===== config.mk =====
export PLATFORM = sky130hd
export DESIGN_NAME = circular_array_deque
export DESIGN_NICKNAME = d
export VERILOG_FILES = /design/src/cad_pkg.sv /design/src/cad_cell.sv /design/src/cad_ctrl.sv /design/src/circular_array_deque.sv
export SDC_FILE = /design/constraint.sdc
export NUM_CORES = 1
export LEC_CHECK = 0
export ABC_AREA = 1
export BUFFER_PORTS_ARGS = -buffer_cell sky130_fd_sc_hd__buf_2
export CAP_MARGIN = 15
export CORE_MARGIN = 1.5
export CORE_UTILIZATION = 41
export CTS_BUF_LIST = sky130_fd_sc_hd__clkbuf_2
export DETAILED_ROUTE_END_ITERATION = 7
export SLEW_MARGIN = 10
export SYNTH_ARGS = -nofsm -noshare
export SYNTH_HDL_FRONTEND = slang
export SYNTH_SLANG_ARGS = --single-unit

===== constraint.sdc =====
create_clock -name aclk -period 6.7 [get_ports aclk]
set_clock_uncertainty 0.15 [all_clocks]
set_input_delay 1.675 -clock aclk [delete_from_list [all_inputs] [get_ports aclk]]
set_output_delay 1.675 -clock aclk [all_outputs]
set_load 0.01 [all_outputs]

===== src/cad_pkg.sv =====
// Types and constants for the circular array deque.
`default_nettype none
package cad_pkg;
    localparam int DEPTH  = 16;
    localparam int DATA_W = 32;
    localparam int CMD_W  = 3;
    localparam int IDX_W  = $clog2(DEPTH);
    localparam int CNT_W  = $clog2(DEPTH + 1);

    typedef logic [CMD_W-1:0]  cmd_t;
    typedef logic [DATA_W-1:0] data_t;
    typedef logic [CNT_W-1:0]  cnt_t;
    typedef logic [IDX_W-1:0]  idx_t;

    localparam cmd_t CMD_INS_FRONT = 3'd0;
    localparam cmd_t CMD_INS_REAR  = 3'd1;
    localparam cmd_t CMD_DEL_FRONT = 3'd2;
    localparam cmd_t CMD_DEL_REAR  = 3'd3;
    localparam cmd_t CMD_PEEK      = 3'd4;

    typedef enum logic [1:0] {
        ST_DONE      = 2'd0,
        ST_OVERFLOW  = 2'd1,
        ST_UNDERFLOW = 2'd2
    } status_t;

    typedef enum logic {
        FSM_IDLE   = 1'b0,
        FSM_RESULT = 1'b1
    } fsm_t;

    // per-cell move controls
    typedef struct packed {
        logic shift_right;
        logic shift_left;
        logic load;
    } cad_cell_ctl_t;

    // shared controls from the sequencer
    typedef struct packed {
        logic shift_right;
        logic shift_left;
        logic load_rear;
    } cad_row_ctl_t;

    // result bookkeeping from the sequencer
    typedef struct packed {
        logic    load_result;
        status_t status;
        cnt_t    count;
    } cad_stat_t;
endpackage
`default_nettype wire


===== src/cad_cell.sv =====
// One storage cell of the deque row.
`default_nettype none
module cad_cell
    import cad_pkg::*;
(
    input  wire logic          aclk,
    input  wire cad_cell_ctl_t ctl,
    input  wire data_t         left_data,
    input  wire data_t         right_data,
    input  wire data_t         load_data,
    output data_t              data
);
    data_t data_reg;
    data_t data_next;

    always_comb begin
        data_next = data_reg;
        if (ctl.shift_right) begin
            data_next = left_data;
        end else if (ctl.shift_left) begin
            data_next = right_data;
        end else if (ctl.load) begin
            data_next = load_data;
        end
    end

    always_ff @(posedge aclk) begin
        data_reg <= data_next;
    end

    assign data = data_reg;
endmodule
`default_nettype wire


===== src/cad_ctrl.sv =====
// Sequencer: handshake, fill count, status and row controls.
`default_nettype none
module cad_ctrl
    import cad_pkg::*;
(
    input  wire logic   aclk,
    input  wire logic   aresetn,
    input  wire logic   s_tvalid,
    input  wire cmd_t   s_command,
    output logic        s_tready,
    input  wire logic   m_tready,
    output logic        m_tvalid,
    output cad_row_ctl_t row_ctl,
    output cad_stat_t   stat
);
    fsm_t    state_reg, state_next;
    cnt_t    count_reg, count_next;
    status_t status_reg, status_next;
    logic    m_tvalid_reg, m_tvalid_next;

    logic    accept;
    logic    full;
    logic    empty;
    logic    is_ins;
    logic    is_del;
    logic    load_result;

    assign full   = (count_reg == CNT_W'(DEPTH));
    assign empty  = (count_reg == '0);
    assign is_ins = (s_command == CMD_INS_FRONT) || (s_command == CMD_INS_REAR);
    assign is_del = (s_command == CMD_DEL_FRONT) || (s_command == CMD_DEL_REAR);

    // next state
    always_comb begin
        state_next = state_reg;
        case (state_reg)
            FSM_IDLE:   if (accept) state_next = FSM_RESULT;
            FSM_RESULT: state_next = FSM_IDLE;
            default:    state_next = FSM_IDLE;
        endcase
    end

    // outputs
    always_comb begin
        s_tready    = 1'b0;
        load_result = 1'b0;
        case (state_reg)
            FSM_IDLE:   s_tready = !m_tvalid_reg || m_tready;
            FSM_RESULT: load_result = 1'b1;
            default: begin
                s_tready    = 1'b0;
                load_result = 1'b0;
            end
        endcase
    end

    assign accept = s_tvalid && s_tready;

    always_comb begin
        row_ctl.shift_right = accept && (s_command == CMD_INS_FRONT) && !full;
        row_ctl.load_rear   = accept && (s_command == CMD_INS_REAR) && !full;
        row_ctl.shift_left  = accept && (s_command == CMD_DEL_FRONT) && !empty;

        count_next  = count_reg;
        status_next = status_reg;
        if (accept) begin
            status_next = ST_DONE;
            if (is_ins) begin
                if (full) status_next = ST_OVERFLOW;
                else count_next = count_reg + CNT_W'(1);
            end else if (is_del) begin
                if (empty) status_next = ST_UNDERFLOW;
                else count_next = count_reg - CNT_W'(1);
            end
        end

        m_tvalid_next = m_tvalid_reg;
        if (load_result) begin
            m_tvalid_next = 1'b1;
        end else if (m_tready) begin
            m_tvalid_next = 1'b0;
        end
    end

    always_ff @(posedge aclk) begin
        if (!aresetn) begin
            state_reg    <= FSM_IDLE;
            count_reg    <= '0;
            status_reg   <= ST_DONE;
            m_tvalid_reg <= 1'b0;
        end else begin
            state_reg    <= state_next;
            count_reg    <= count_next;
            status_reg   <= status_next;
            m_tvalid_reg <= m_tvalid_next;
        end
    end

    assign m_tvalid         = m_tvalid_reg;
    assign stat.load_result = load_result;
    assign stat.status      = status_reg;
    assign stat.count       = count_reg;
endmodule
`default_nettype wire


===== src/circular_array_deque.sv =====
// Double-ended queue of signed 32-bit words held in a row of shifting cells.
// Input channel s_: s_tuser carries the command (insert front, insert rear,
// delete front, delete rear, peek; codes 5 to 7 act as peek), s_tdata the
// value to insert. Result channel m_: one item per input item, carrying the
// status (done, overflow, underflow), the empty and full flags and the front
// and rear values after the step; both values read zero when empty.
// The row keeps the front element in cell 0; insert front shifts the row up,
// delete front shifts it down, insert rear writes the cell at the fill count,
// delete rear only lowers the count.
// The result item is presented once the sequencer has passed through its result
// state and the result registers have loaded.
// No new input item is taken until the result of the last one has been
// loaded into the result registers.
// Reset (aresetn low, synchronous) empties the deque and drops any pending
// result; cell contents are not cleared. While a result is pending and
// m_tready is low the result holds and no new input item is taken.
`default_nettype none
module circular_array_deque
    import cad_pkg::*;
(
    input  wire logic        aclk,
    input  wire logic        aresetn,
    input  wire logic        s_tvalid,
    output logic             s_tready,
    input  wire logic [31:0] s_tdata,   // [31:0] value
    input  wire logic [2:0]  s_tuser,   // [2:0] command
    output logic             m_tvalid,
    input  wire logic        m_tready,
    output logic [63:0]      m_tdata,   // [31:0] front_value, [63:32] rear_value
    output logic [3:0]       m_tuser    // [1:0] status, [2] is_empty, [3] is_full
);
    cad_row_ctl_t row_ctl;
    cad_stat_t    stat;
    data_t        cell_data [DEPTH];

    cad_ctrl u_ctrl (
        .aclk      (aclk),
        .aresetn   (aresetn),
        .s_tvalid  (s_tvalid),
        .s_command (s_tuser),
        .s_tready  (s_tready),
        .m_tready  (m_tready),
        .m_tvalid  (m_tvalid),
        .row_ctl   (row_ctl),
        .stat      (stat)
    );

    for (genvar i = 0; i < DEPTH; i++) begin : g_cell
        cad_cell_ctl_t ctl;
        data_t         left_data;
        data_t         right_data;

        assign ctl.shift_right = row_ctl.shift_right;
        assign ctl.shift_left  = row_ctl.shift_left;
        assign ctl.load        = row_ctl.load_rear && (stat.count == CNT_W'(i));

        if (i == 0) begin : g_first
            assign left_data = s_tdata;
        end else begin : g_mid
            assign left_data = cell_data[i-1];
        end

        if (i == DEPTH - 1) begin : g_last
            assign right_data = cell_data[i];
        end else begin : g_inner
            assign right_data = cell_data[i+1];
        end

        cad_cell u_cell (
            .aclk       (aclk),
            .ctl        (ctl),
            .left_data  (left_data),
            .right_data (right_data),
            .load_data  (s_tdata),
            .data       (cell_data[i])
        );
    end

    cnt_t    rear_pos;
    idx_t    rear_idx;
    logic    empty;
    data_t   front_reg, front_next;
    data_t   rear_reg, rear_next;
    status_t status_reg, status_next;
    logic    empty_reg, empty_next;
    logic    full_reg, full_next;

    assign rear_pos = stat.count - CNT_W'(1);
    assign rear_idx = rear_pos[IDX_W-1:0];
    assign empty    = (stat.count == '0);

    always_comb begin
        front_next  = front_reg;
        rear_next   = rear_reg;
        status_next = status_reg;
        empty_next  = empty_reg;
        full_next   = full_reg;
        if (stat.load_result) begin
            front_next  = empty ? '0 : cell_data[0];
            rear_next   = empty ? '0 : cell_data[rear_idx];
            status_next = stat.status;
            empty_next  = empty;
            full_next   = (stat.count == CNT_W'(DEPTH));
        end
    end

    always_ff @(posedge aclk) begin
        front_reg  <= front_next;
        rear_reg   <= rear_next;
        status_reg <= status_next;
        empty_reg  <= empty_next;
        full_reg   <= full_next;
    end

    assign m_tdata = {rear_reg, front_reg};
    assign m_tuser = {full_reg, empty_reg, status_reg};
endmodule
`default_nettype wire


==> run summary <==
status: finished clean
critical path class: reg2reg
antenna violations before repair: 7
fin crit period: 4417 ps
switching portion of total power: 33.05%
largest cells by area after synthesis: edfxtp_1, nand3_1, nand2_1
post-synthesis cell type count: 25
later-pin clock latency in the skew report: 1320 ps
DRC Markers: 0
top post-synthesis cells by count: nand3_1, nand2_1, edfxtp_1, inv_1, clkbuf_1
met2 wire len: 46,180 um
Hold Buf Count CTS: 0
share of the synthesized area in the top cell type: 53.59%
buffer and inverter count on the worst path: 3
total CTS buffers: 157
pwr/cell area: 239.1 nW/um^2
layout cells sized above 1: 11.02%
critical-path cell list: inv_6, ha_4, nand2_1, inv_1, nand2_1, nand2_1, nor2_4, o21ai_4, nand2_2, buf_4
CP peak stage delay: 900 ps
CTS H-tree depth: 4
worst-case reg-to-reg path depth: 10
EDFF count, synth: 580
Vias/cell: 5.549
Synth Instances: 4,031
Max Buffers Root-to-Sink: 3
die width: 284.5 um
most frequent cell after synthesis: nand3_1
fraction of registers with async set/reset: 0%
Crit Path Max Fanout: 82
Detailed Route WL: 104,900 um
number of port buffers: 108
final hold vios: 0
post-route cell area: 35,030 sq um
Synth-to-Final Area Change: 7.789%
fmax: 226.4 MHz
syn_area_per_cell: 8.062 sq um
Final GP Congestion: 0.8541
Combinational Power Share: 17.7%
setup TNS: 0 ps
max-slew violations: 0
Crit Reg-Reg Startpoint: u_ctrl.count_reg[0]
Pint: 5.607 mW
crit path from: u_ctrl.count_reg[0]
Max Cap Violations: 0
DR vias: 28,884
Syn Std Cell Area: 32,500 sq um
Worst Path Required: 7590 ps
Syn Nets: 4,076
kind of cell adding the most delay to the critical path: simple AND/OR/NAND/NOR gates
worst reg-to-reg setup slack: 2280 ps
Post-CTS Setup Bufs: 0
Sink Count: 589
core footprint: 78,740 sq um
Rows: 103
DRT met1 WL: 45,670 um
worst setup path end: g_cell[6].u_cell.data[5]
Seq/Total Area, Yosys: 54.15%
initial drt markers: 3,345
#FFs+latches synth: 589
Die H: 284.5 um
CP most frequent cell: nand2_1
worst vdd ir: 0.1304 mV
highest routed layer: met5
GRT Util Overall: 25.64%
WL/cell: 20.16 um
WL met3: 9953 um
Reg-to-Reg End: g_cell[6].u_cell.data[5]
Synthesis Warnings: 0
CP endpoint kind: flip-flop
Initial Util: 41.27%
Nets: 4,078
worst hold stages: 0
Post-DP Area: 33,650 sq um
post-DP HPWL: 59,120 um
Main synth FF type: edfxtp_1
total leakage power: 14.13 nW
Slew HR: 17.61%
first-pass GRT wire length: 160,900 um
die area: 80,960 sq um
post-route ant nets: 0
worst hold path type: reg2reg
fillers: 8,016
number of global-route vias before repair: 26,706
Hold WS: 288.9 ps
unrepaired setup endpoints after global routing: false
largest net degree at the start of global routing: 228
Util after Layout: 44.49%
CTS tree: built
WP depth: 10
First-pass DRT Iterations: 6
I/O Pins: 109
final setup fails: 0
Clk pwr share: 30.5%
GRT overflow: 0
arrival time worst endpoint: 5310 ps
Worst setup SP type: flip-flop
Worst path slowest cell: o21ai_4
Synth area leader: edfxtp_1
final critical-path share of the clock period: 65.93%
sequential share of power: 51.8%
CTS clk-pin slew, worst paths: 110 ps
max reg flops: 512
Least-Margin Pin Slew: 1234 ps
P_sw: 2.768 mW
post-CTS sizing: 0
clock root buffer: clkbuf_2
==> stage by stage <==
stage	setup WS [ps]	power [mW]	instances
global route	2072	8.757	5201
global placement	1809	5.873	4924
floorplan	1188	5.329	4031
finish	2283	8.375	5205
CTS	2284	8.412	5198
detailed placement	1810	5.887	4924
==> power groups by stage <==
| stage | clock (mW) | sequential [mW] | combinational [mW] |
|---|---|---|---|
| global placement | 0 | 4.42 | 1.45 |
| floorplan | 0 | 4.42 | 0.913 |
| CTS | 2.60 | 4.34 | 1.47 |
| detailed placement | 0 | 4.42 | 1.46 |
| finish | 2.55 | 4.34 | 1.48 |
| global route | 2.79 | 4.36 | 1.61 |
==> logic make-up after synthesis <==
logic type	share of synthesized area, %
compound gates	1.740
xor+xnor	0.05391
fa+ha+maj	0.2310
buf+inv	8.147
flops	54.15
simple gates	35.68
==> layout make-up <==
| type | count | area (sq um) | area share (%) |
|---|---|---|---|
| clock inverters | 31 | 146.4 | 0.4179 |
| well taps | 1050 | 1314 | 3.751 |
| multi-input cells | 2783 | 12420 | 35.46 |
| inverters | 344 | 1306 | 3.729 |
| diodes | 7 | 17.52 | 0.05001 |
| flip-flops and latches | 589 | 17600 | 50.26 |
| clock buffers | 243 | 1216 | 3.472 |
| repair buffers | 158 | 1003 | 2.865 |
==> worst min path at each step <==
stage,from,end
floorplan,u_ctrl.status_reg[0],status_reg[0]
global placement,u_ctrl.status_reg[0],status_reg[0]
detailed placement,u_ctrl.status_reg[0],status_reg[0]
CTS,u_ctrl.status_reg[1],status_reg[1]
global route,u_ctrl.status_reg[1],status_reg[1]
finish,u_ctrl.status_reg[1],status_reg[1]
==> layout by cell type (no fill, tap or decap) <==
master and instances:
nand3_1 1232, nand2_1 1215, edfxtp_1 580, inv_1 338
clkbuf_2 243, nor2_1 180, buf_2 108, o21ai_0 69
buf_4 43, a21oi_1 37, nand2_2 26, clkinv_1 25
diode_2 7, o21ai_4 7, buf_12 7, dfxtp_1 7
inv_2 5, ha_1 5, nor2_4 4, clkinv_2 3
nand4_1 2, dfxtp_4 2, inv_8 1, nand2_4 1
inv_6 1, nor3_1 1, inv_4 1, xor2_4 1
xnor2_2 1, or2_2 1, ha_4 1, bufinv_16 1
==> metal layers <==
| metal | global-route usage, % | vias up |
|---|---|---|
| met5 | 0 | - |
| met4 | 9.734 | 4 |
| met3 | 5.522 | 206 |
| met2 | 38.21 | 1478 |
| met1 | 36.43 | 13637 |
| li1 | - | 13559 |
(Power assumes the default switching activity.)
